## src/ffts_pkg.sv

```systemverilog
// Package for the first-fit time slot scheduler.
// Holds field widths, parameter defaults and the controller/datapath interface types.
// No dependencies.
`default_nettype none
package ffts_pkg;

   localparam int JOBS_DEFAULT = 32;
   localparam int MACHINES_DEFAULT = 32;
   localparam int GAPS_DEFAULT = 64;
   localparam int TIME_BITS_DEFAULT = 16;

   localparam int JOB_W = 5;
   localparam int MACH_W = 5;
   localparam int DUR_W = 12;
   localparam int OUT_TIME_W = 16;

   typedef struct packed {
      logic load;
      logic scan;
      logic decide;
      logic shift;
      logic fix_lo;
      logic fix_hi;
      logic commit;
      logic ovf;
   } cmd_type;

   typedef struct packed {
      logic scan_fit;
      logic scan_miss;
      logic dur_zero;
      logic split_two;
      logic split_none;
      logic list_full;
      logic shift_done;
   } status_type;

endpackage
`default_nettype wire

```

## src/ffts_ctrl.sv

```systemverilog
// Controller state machine of the first-fit time slot scheduler.
// Depends on ffts_pkg for the command and status types.
`default_nettype none
module ffts_ctrl (
   input  wire logic                clock,
   input  wire logic                reset,
   input  wire logic                start,
   output logic                     busy,
   output ffts_pkg::cmd_type        cmd,
   input  wire ffts_pkg::status_type status
);
   import ffts_pkg::*;

   localparam logic [2:0] ST_IDLE   = 3'd0;
   localparam logic [2:0] ST_SCAN   = 3'd1;
   localparam logic [2:0] ST_DECIDE = 3'd2;
   localparam logic [2:0] ST_SHIFT  = 3'd3;
   localparam logic [2:0] ST_FIX1   = 3'd4;
   localparam logic [2:0] ST_FIX2   = 3'd5;
   localparam logic [2:0] ST_COMMIT = 3'd6;
   localparam logic [2:0] ST_OVF    = 3'd7;

   logic [2:0] state_ff;
   logic [2:0] state_in;

   assign busy = (state_ff != ST_IDLE);

   always_comb begin
      state_in = state_ff;
      cmd = '0;
      unique case (state_ff)
         ST_IDLE: begin
            if (start) begin
               cmd.load = 1'b1;
               state_in = ST_SCAN;
            end
         end
         ST_SCAN: begin
            cmd.scan = 1'b1;
            if (status.scan_fit) begin
               state_in = ST_DECIDE;
            end else if (status.scan_miss) begin
               state_in = ST_OVF;
            end
         end
         ST_DECIDE: begin
            cmd.decide = 1'b1;
            if (status.dur_zero) begin
               state_in = ST_COMMIT;
            end else if (status.split_two && status.list_full) begin
               state_in = ST_OVF;
            end else if (status.split_two || status.split_none) begin
               state_in = ST_SHIFT;
            end else begin
               state_in = ST_FIX1;
            end
         end
         ST_SHIFT: begin
            cmd.shift = 1'b1;
            if (status.shift_done) begin
               state_in = status.split_two ? ST_FIX1 : ST_COMMIT;
            end
         end
         ST_FIX1: begin
            cmd.fix_lo = 1'b1;
            state_in = status.split_two ? ST_FIX2 : ST_COMMIT;
         end
         ST_FIX2: begin
            cmd.fix_hi = 1'b1;
            state_in = ST_COMMIT;
         end
         ST_COMMIT: begin
            cmd.commit = 1'b1;
            state_in = ST_IDLE;
         end
         ST_OVF: begin
            cmd.ovf = 1'b1;
            state_in = ST_IDLE;
         end
         default: begin
            state_in = ST_IDLE;
         end
      endcase
   end

   always_ff @(posedge clock) begin
      if (reset) begin
         state_ff <= ST_IDLE;
      end else begin
         state_ff <= state_in;
      end
   end

endmodule
`default_nettype wire

```

## config.mk

```make
export PLATFORM = sky130hd
export DESIGN_NAME = ffts_ctrl
export DESIGN_NICKNAME = d
export VERILOG_FILES = /design/src/ffts_pkg.sv /design/src/ffts_ctrl.sv
export SDC_FILE = /design/constraint.sdc
export NUM_CORES = 1
export LEC_CHECK = 0
export BUFFER_PORTS_ARGS = -buffer_cell sky130_fd_sc_hd__buf_2
export CAP_MARGIN = 20
export CORE_AREA = 2 2 39 41
export CTS_BUF_LIST = sky130_fd_sc_hd__clkbuf_16
export DETAILED_ROUTE_END_ITERATION = 6
export DIE_AREA = 0 0 41 43
export PLACE_DENSITY = 0.45
export SYNTH_ARGS = -nofsm -noshare
export SYNTH_HDL_FRONTEND = slang
export SYNTH_SLANG_ARGS = --single-unit
```

## constraint.sdc

```tcl
create_clock -name clock -period 3.06 [get_ports clock]
set_input_delay 0.153 -clock clock [delete_from_list [all_inputs] [get_ports clock]]
set_output_delay 0.153 -clock clock [all_outputs]
set_load 0.01 [all_outputs]
```

==> results of run 1 <==
## cell usage after synthesis
| library cell | number | share of area (%) |
|---|---|---|
| or2b_1 | 3 | 7.5 |
| and3_1 | 1 | 2.1 |
| buf_6 | 1 | 3.7 |
| inv_2 | 1 | 1.2 |
| a32oi_1 | 1 | 2.9 |
| a221oi_1 | 1 | 2.9 |
| buf_2 | 2 | 3.3 |
| o32a_1 | 1 | 3.3 |
| nand2_1 | 1 | 1.2 |
| and3_2 | 2 | 5.0 |
| o21ai_0 | 1 | 1.7 |
| dfxtp_1 | 3 | 20 |
| o21a_1 | 1 | 2.5 |
| nor3_1 | 4 | 6.6 |
| mux2i_1 | 1 | 3.3 |
| a211oi_2 | 1 | 4.1 |
| nor2_1 | 11 | 14 |
| a21o_2 | 1 | 2.9 |
| a211oi_1 | 2 | 5.0 |
| nand2b_1 | 2 | 4.1 |
| inv_1 | 1 | 1.2 |
| a21oi_1 | 1 | 1.7 |
## metal layers
metal	part of all wire (%)	wire length, µm
met2	48	427
met1	40	357
met3	7.1	64
met5	0	0
met4	5.4	48
## worst register-to-register path: stages (launching register included)
cell and delay [ns]:
dfxtp_1 0.51, nand2b_1 0.17, o32a_1 0.38, a211oi_2 0.21
## worst max path at each step
stage	start	depth (start not counted)	slack [ns]	endpoint
6_report	state_ff[0]	3	1.62	cmd[6]
5_1_grt	state_ff[0]	3	1.52	cmd[6]
4_1_cts	state_ff[0]	3	1.60	cmd[6]
3_5_place_dp	state_ff[1]	3	1.76	state_ff[2]
3_3_place_gp	state_ff[1]	3	1.78	state_ff[2]
2_1_floorplan	state_ff[2]	4	1.88	state_ff[2]
## through the flow
stage / hold WS, ns / worst slack (ns) / util (%) / instance area, µm² / instances
final: 0.1207 / 1.619 / 33.91 / 469.2 / 78
after global routing: 0.1300 / 1.520 / 33.91 / 469.2 / 78
after CTS: 0.1203 / 1.601 / 33.91 / 469.2 / 78
after detailed placement: 0.3536 / 1.760 / 28.21 / 390.4 / 74
after global placement: 0.3526 / 1.775 / 28.21 / 390.4 / 74
after floorplan: 0.2176 / 1.883 / - / 301.5 / 43
## power groups by stage
stage,sequential [W],clock [W],combinational [W]
4_1_cts,0.000101,0.000212,0.000225
2_1_floorplan,0.0000628,0,0.000202
5_1_grt,0.000107,0.000214,0.000248
3_5_place_dp,0.000101,0,0.000223
6_report,0.000101,0.000207,0.000222
3_3_place_gp,0.000101,0,0.000223
## cell families (layout without fill, tap and decap cells)
group                  after synthesis  after routing  synth area share (%)
and+or+nand+nor                     24             24                 40.25
DFF                                  3              3                 19.92
muxes                                1              1                 3.320
AOI/OAI and AO/OA                   10             10                 26.97
buffers and inverters                5             24                 9.541
## area by class of cell
class	count	area, µm²	area share, %
multi-input combinational	35	212.7	45.33
timing repair buffer	18	90.09	19.20
clock buffer	3	75.07	16.00
sequential	3	60.06	12.80
tap	16	20.02	4.267
inverter	2	7.507	1.600
clock inverter	1	3.754	0.8000
==> flow_metrics.tcl, run 1 <==
set metrics [dict create \
    synth_nets 53 \
    critPathLaunchType "flip-flop" \
    min_to "state_ff[2]" \
    fp.dieH_um 43 \
    maxSlewHeadroom_pct 76.89 \
    fp.dieW_um 41 \
    p_seq_share_pct 19.1 \
    cp_data_required_time_ns 2.91 \
    final_common_cell "buf_2" \
    crit_fanout 9 \
    regToRegStartpoint "state_ff[1]" \
    ir_worst_vdd_uv 427.6 \
    fin_worst_skew_ns 0.005537 \
    setup_tns_ns 0 \
    critPathTopFamily "flip-flops" \
    grt_max_degree 12 \
    netlist_instances 43 \
    grt_pass1_vias 334 \
    p_leak_nw 0.2378 \
    grt_first_pass_wirelength_mm 1.407 \
    drive_gt1_share_pct 41.94 \
    setup_viol 0 \
    top_register "state_ff" \
    final_hold_viol_count 0 \
    grt-ovfl-total 0 \
    report.power.total_w 0.0005309 \
    critPathBufInv 2 \
    met3_usage_pct 4.712 \
    ios 19 \
    use_met1_pct 14.10 \
    clk_pin_slew_ns 0.03 \
    yosysSeqAreaShare_pct 19.92 \
    clock_sinks 3 \
    met2_usage_pct 16.88 \
    worst_path_max_delay_cell "dfxtp_1" \
    grt_setup_unrepaired "no" \
    drc 0 \
    power_switching_w 0.0002024 \
    hp-start "reset" \
    grt_usage_pct 13.14 \
    grt_busiest_layer "met2" \
    num-fill-cells 163 \
    p_int_w 0.0003286 \
    cts_setup_buffers 0 \
    cp-end-kind "output pin" \
    final_cell_mix "buf_2 (18), nor2_1 (11), nor3_1 (4)" \
    insertion_delay_ns 0.23 \
    dr.pass1.iters 4 \
    nets 73 \
    io_buffers 18 \
    fp.dieArea_mm2 0.001763 \
    cap_violations 0 \
    finalWirelength_um 897 \
    critPathArrivalTime_ns 1.29 \
    clock.fmax_mhz 693.8 \
    power.density_mw_per_mm2 1132 \
    period_needed_ns 1.441 \
    power_frac_clock_pct 39.0 \
    num_vias 379 \
    initialDrtViolationCount 10 \
    globalplace.congestion 0.6949 \
    dp_hpwl_um 653.9 \
    fp-row-count 14 \
    coreArea_mm2 0.001384 \
    root_buffer "clkbuf_16" \
    diodes 0 \
    cts_tree "yes" \
    tightest_slew_ns 0.3461 \
    wl_per_cell_um 11.50 \
    viasPerCell 4.859 \
    syn_to_final_growth_pct 55.60 \
    postCtsHoldBufs 0 \
    top_regs "state_ff (3)" \
    combPwrFrac_pct 41.9 \
    criticalPathCategory "flip-flop to output pin" \
    grt_antenna_before_repair 0 \
    p_sw_share_pct 38.12 \
    worstReg2RegEnd "state_ff[2]" \
    min_period_over_period_pct 47.10 \
    r2r_slack_ns 1.71 \
    largest_reg_flops 3 \
    start_util_pct 21.79 \
    synthesis.area_um2 301.5 \
    cts_resized 0 \
    cp_cell_sequence "inv_2, nor3_1, buf_2" \
    maxSlewViolCount 0 \
    yosysWarnings 0 \
    r2r.worst_path.cells 3 \
    min_path_cells 2 \
    ys_ff_latch 3 \
    hold_class "input pin to flip-flop" \
    avgSynthCellArea_um2 7.013 \
    ant_nets 0 \
    cts_buffer_depth 2 \
    slowest_delay_ns 0.48 \
    synth_cell_types 22 \
    outcome "finished clean" \
    cts_buffers 3 \
    cts_max_level 1 \
]
(Power assumes the default switching activity.)
==> run 2, diff against run 1 <==
==> constraint.sdc (replaced) <==
create_clock -name clock -period 1.4 [get_ports clock]
set_input_delay 0.07 -clock clock [delete_from_list [all_inputs] [get_ports clock]]
set_output_delay 0.07 -clock clock [all_outputs]
set_load 0.01 [all_outputs]
==> run 2 against run 1 <==
Against the previous run:
- worst setup slack got worse by 1.5 ns
- critical path depth stayed put
- first-iteration DRC count fell by 50%
- sequential power up 93%
- register-to-register slack worse by 1.6 ns
==> flow_metrics.tcl, run 2 (same netlist as run 1, synthesis figures left out) <==
set metrics [dict create \
    crit_cells 3 \
    cts_max_level 1 \
    critPathArrivalTime_ns 1.22 \
    root_buffer "clkbuf_16" \
    tightest_slew_ns 0.2695 \
    num-fill-cells 153 \
    postCtsHoldBufs 0 \
    setup_tns_ns 0 \
    fp.dieH_um 43 \
    fp-row-count 14 \
    coreArea_mm2 0.001384 \
    hold_class "input pin to flip-flop" \
    grt_pass1_vias 342 \
    outcome "finished clean" \
    start_util_pct 21.79 \
    worstReg2RegEnd "state_ff[2]" \
    crit_fanout 8 \
    critPathTopFamily "flip-flops" \
    drive_gt1_share_pct 43.75 \
    viasPerCell 4.738 \
    cap_violations 0 \
    cp_data_required_time_ns 1.33 \
    worst_path_max_delay_cell "dfxtp_1" \
    crit_start "state_ff[1]" \
    initialDrtViolationCount 5 \
    critPathLaunchType "flip-flop" \
    syn_to_final_growth_pct 60.58 \
    grt_first_pass_wirelength_mm 1.331 \
    clock.fmax_mhz 777.4 \
    ir_worst_vdd_uv 1298 \
    top_register "state_ff" \
    criticalPathCategory "flip-flop to output pin" \
    fin_worst_skew_ns 0.002509 \
    period_needed_ns 1.286 \
    maxSlewHeadroom_pct 81.89 \
    clk_pin_slew_ns 0.03 \
    ios 19 \
    cts_tree "yes" \
    ant_nets 0 \
    grt_usage_pct 11.03 \
    cp_cell_sequence "buf_4, nor3_1, buf_2" \
    num_vias 379 \
    nets 75 \
    p_leak_nw 0.2482 \
    cts_buffer_depth 2 \
    io_buffers 18 \
    diodes 0 \
    top_regs "state_ff (3)" \
    critPathCapture "cmd[6]" \
    fp.dieArea_mm2 0.001763 \
    r2r_slack_ns 0.16 \
    setup_viol 0 \
    min_period_over_period_pct 91.88 \
    drc 0 \
    globalplace.congestion 0.7614 \
    maxSlewViolCount 0 \
    clock_sinks 3 \
    r2r.worst_path.cells 3 \
    power.density_mw_per_mm2 2424 \
    critPathBufInv 2 \
    wl_per_cell_um 10.29 \
    cts_setup_buffers 0 \
    grt_max_degree 10 \
    regToRegStartpoint "state_ff[1]" \
    holdWs_ns 0.04505 \
    final_hold_viol_count 0 \
    stdcell_area_um2 484.2 \
    cts_resized 0 \
    post_dp_cell_area_um2 405.4 \
    final_common_cell "buf_2" \
    dp_hpwl_um 656.7 \
    cts_buffers 3 \
    slowest_delay_ns 0.37 \
    finalWirelength_um 823 \
    dr.pass1.iters 4 \
    insertion_delay_ns 0.22 \
    final_cell_mix "buf_2 (18), nor2_1 (11), nor3_1 (4)" \
    largest_reg_flops 3 \
    fp.dieW_um 41 \
    grt_setup_unrepaired "no" \
    grt_antenna_before_repair 0 \
    grt-ovfl-total 0 \
    cp-end-kind "output pin" \
]
[run 2: cell count changes in the layout (fill, tap and decap cells not counted)]
| cell | before | now |
|---|---|---|
| buf_4 | 0 | 2 |
[run 2: through the flow]
| step | total power (W) | std cells | util [%] | setup slack, ns |
|---|---|---|---|---|
| after CTS | 0.001186 | 80 | 34.99 | 0.09788 |
| final | 0.001174 | 80 | 34.99 | 0.1137 |
| after global placement | 0.0007474 | 76 | 29.29 | 0.1967 |
| after global routing | 0.001263 | 80 | 34.99 | 0.02520 |
| after floorplan | 0.0005781 | 43 | - | 0.2233 |
| after detailed placement | 0.0007393 | 76 | 29.29 | 0.1665 |
[run 2: worst min path at each step]
stage | from | end | cells after the start
5_1_grt | reset | state_ff[2] | 2
4_1_cts | reset | state_ff[2] | 2
3_3_place_gp | reset | state_ff[2] | 2
6_report | reset | state_ff[2] | 2
3_5_place_dp | reset | state_ff[2] | 2
2_1_floorplan | reset | state_ff[2] | 1
[run 2: power by group]
group	internal (W)	leakage [nW]	switching, W
registers	0.000126	0.0248	0.0000686
logic	0.000254	0.181	0.000287
clock network	0.000368	0.0423	0.0000700
total	0.000748	0.248	0.000426
[run 2: layout make-up]
type	instances	area [µm²]	share of cell area, %
Multi-Input combinational cell	35	212.7	43.93
Timing Repair Buffer	20	105.1	21.71
Clock buffer	3	75.07	15.50
Sequential cell	3	60.06	12.40
Tap cell	16	20.02	4.134
Inverter	2	7.507	1.550
Clock inverter	1	3.754	0.7752
[run 2: per-layer routing]
layer	vias up	track usage, %	part of all wire [%]
li1	194	-	-
met5	-	0	0
met1	177	12.50	44
met2	8	17.50	50
met4	0	4.000	0
met3	0	4.712	5.0
==> run 3, diff against run 2 <==
==> constraint.sdc (replaced) <==
create_clock -name clock -period 1.4 [get_ports clock]
set_input_delay 0.28 -clock clock [delete_from_list [all_inputs] [get_ports clock]]
set_output_delay 0.28 -clock clock [all_outputs]
set_load 0.01 [all_outputs]
==> run 3 against run 2 <==
Against the previous run:
- clock power rose by 1%
- clock skew barely moved
- first-iteration DRC count did not move
- routed wire length rose by 0.73%
- clock-buffer cell count did not move
- maximum frequency fell by 6.2%
- highest routed layer is now met4
==> flow_metrics.tcl, run 3 (same netlist as run 1, synthesis figures left out) <==
set metrics [dict create \
    outcome "finished clean" \
    criticalPathCategory "flip-flop to output pin" \
    dp_hpwl_um 628.7 \
    syn_to_final_growth_pct 63.90 \
    finalWirelength_um 829 \
    ant_nets 0 \
    cp_data_required_time_ns 1.12 \
    clk_pin_slew_ns 0.03 \
    ios 19 \
    dr.pass1.iters 4 \
    initialDrtViolationCount 5 \
    critPathArrivalTime_ns 1.09 \
    grt_max_degree 12 \
    r2r_slack_ns 0.18 \
    final_cell_mix "buf_2 (18), nor2_1 (11), or2b_1 (3), nor3_1 (3), clkbuf_16 (3)" \
    hold_class "input pin to flip-flop" \
    grt_antenna_before_repair 0 \
    report.power.total_w 0.001188 \
    cts_buffer_depth 2 \
    holdWs_ns 0.2429 \
    grt_first_pass_wirelength_mm 1.290 \
    fp.dieArea_mm2 0.001763 \
    top_register "state_ff" \
    clock.fmax_mhz 729.4 \
    insertion_delay_ns 0.22 \
    min_period_over_period_pct 97.93 \
    final_common_cell "buf_2" \
    top_regs "state_ff (3)" \
    coreArea_mm2 0.001384 \
    io_buffers 18 \
    p_leak_nw 0.2518 \
    tightest_slew_ns 0.2447 \
    fp.dieH_um 43 \
    setup_slack_ns 0.02901 \
    setup_viol 0 \
    grt_pass1_vias 337 \
    cp-end-kind "output pin" \
    maxSlewViolCount 0 \
    cap_violations 0 \
    cts_tree "yes" \
    nets 75 \
    drive_gt1_share_pct 48.44 \
    num_vias 373 \
    fp.dieW_um 41 \
    fin_worst_skew_ns 0.002394 \
    period_needed_ns 1.371 \
    diodes 0 \
    grt_setup_unrepaired "yes" \
    cts_buffers 3 \
    grt_usage_pct 11.32 \
    drc 0 \
    largest_reg_flops 3 \
    crit_fanout 9 \
    maxSlewHeadroom_pct 83.69 \
    cts_setup_buffers 0 \
    power.density_mw_per_mm2 2403 \
    fp-row-count 14 \
    wl_per_cell_um 10.36 \
    viasPerCell 4.663 \
    final_hold_viol_count 0 \
    post-place-ws_ns 0.09449 \
    grt-ovfl-total 0 \
    clock_sinks 3 \
    start_util_pct 21.79 \
    cts_max_level 1 \
    globalplace.congestion 0.7007 \
    critPathLaunchType "flip-flop" \
    root_buffer "clkbuf_16" \
    num-fill-cells 163 \
    ir_worst_vdd_uv 1009 \
]
[run 3: cell counts in the layout (fill, tap and decap cells not counted)]
Identical to the previous run, type by type.
[run 3: repair_timing]
item | CTS | global route
resized for setup | 2 | 2
setup endpoints to repair | 6 | 4
hold buffers | 0 | 0
[run 3: metrics by stage]
stage / area (µm²) / utilization, % / cells / setup TNS, ns
after global placement: 405.4 / 29.29 / 76 / 0
after detailed placement: 405.4 / 29.29 / 76 / 0
after floorplan: 301.5 / - / 43 / 0
final: 494.2 / 35.71 / 80 / 0
after global routing: 494.2 / 35.71 / 80 / -0.04489
after CTS: 486.7 / 35.17 / 80 / 0
[run 3: where the power goes]
| part | total, W | internal [W] | leakage [nW] | switching (W) |
|---|---|---|---|---|
| Combinational | 0.000534 | 0.000246 | 0.184 | 0.000288 |
| Clock | 0.000444 | 0.000368 | 0.0423 | 0.0000761 |
| Sequential | 0.000209 | 0.000137 | 0.0258 | 0.0000719 |
| Total | 0.00119 | 0.000752 | 0.252 | 0.000436 |
[run 3: worst paths after layout]
kind | endpoint | cells past startpoint | from
min | state_ff[2] | 2 | reset
max reg2reg | state_ff[2] | 3 | state_ff[1]
max | cmd[3] | 3 | state_ff[2]
min reg2reg | state_ff[2] | 2 | state_ff[2]
[run 3: cell type report]
cell class,instances,area (µm²),area share [%]
timing repair buffer,20,105.1,21.27
tap,16,20.02,4.051
multi-input combinational,35,217.7,44.05
clock inverter,1,3.754,0.7595
sequential,3,65.06,13.16
clock buffer,3,75.07,15.19
inverter,2,7.507,1.519
[run 3: critical path, cell delays in order (launching register included)]
cell     delay (ns)
dfxtp_4        0.38
or2b_1         0.27
nor2_1         0.09
buf_2          0.13
[run 3: routing by layer]
layer / global-route usage [%] / vias to the layer above / part of all wire, %
met2: 16.56 / 11 / 46
met1: 11.50 / 167 / 45
met3: 7.853 / 2 / 7.6
li1: - / 193 / -
met4: 6.000 / 0 / 0.97
met5: 0 / - / 0
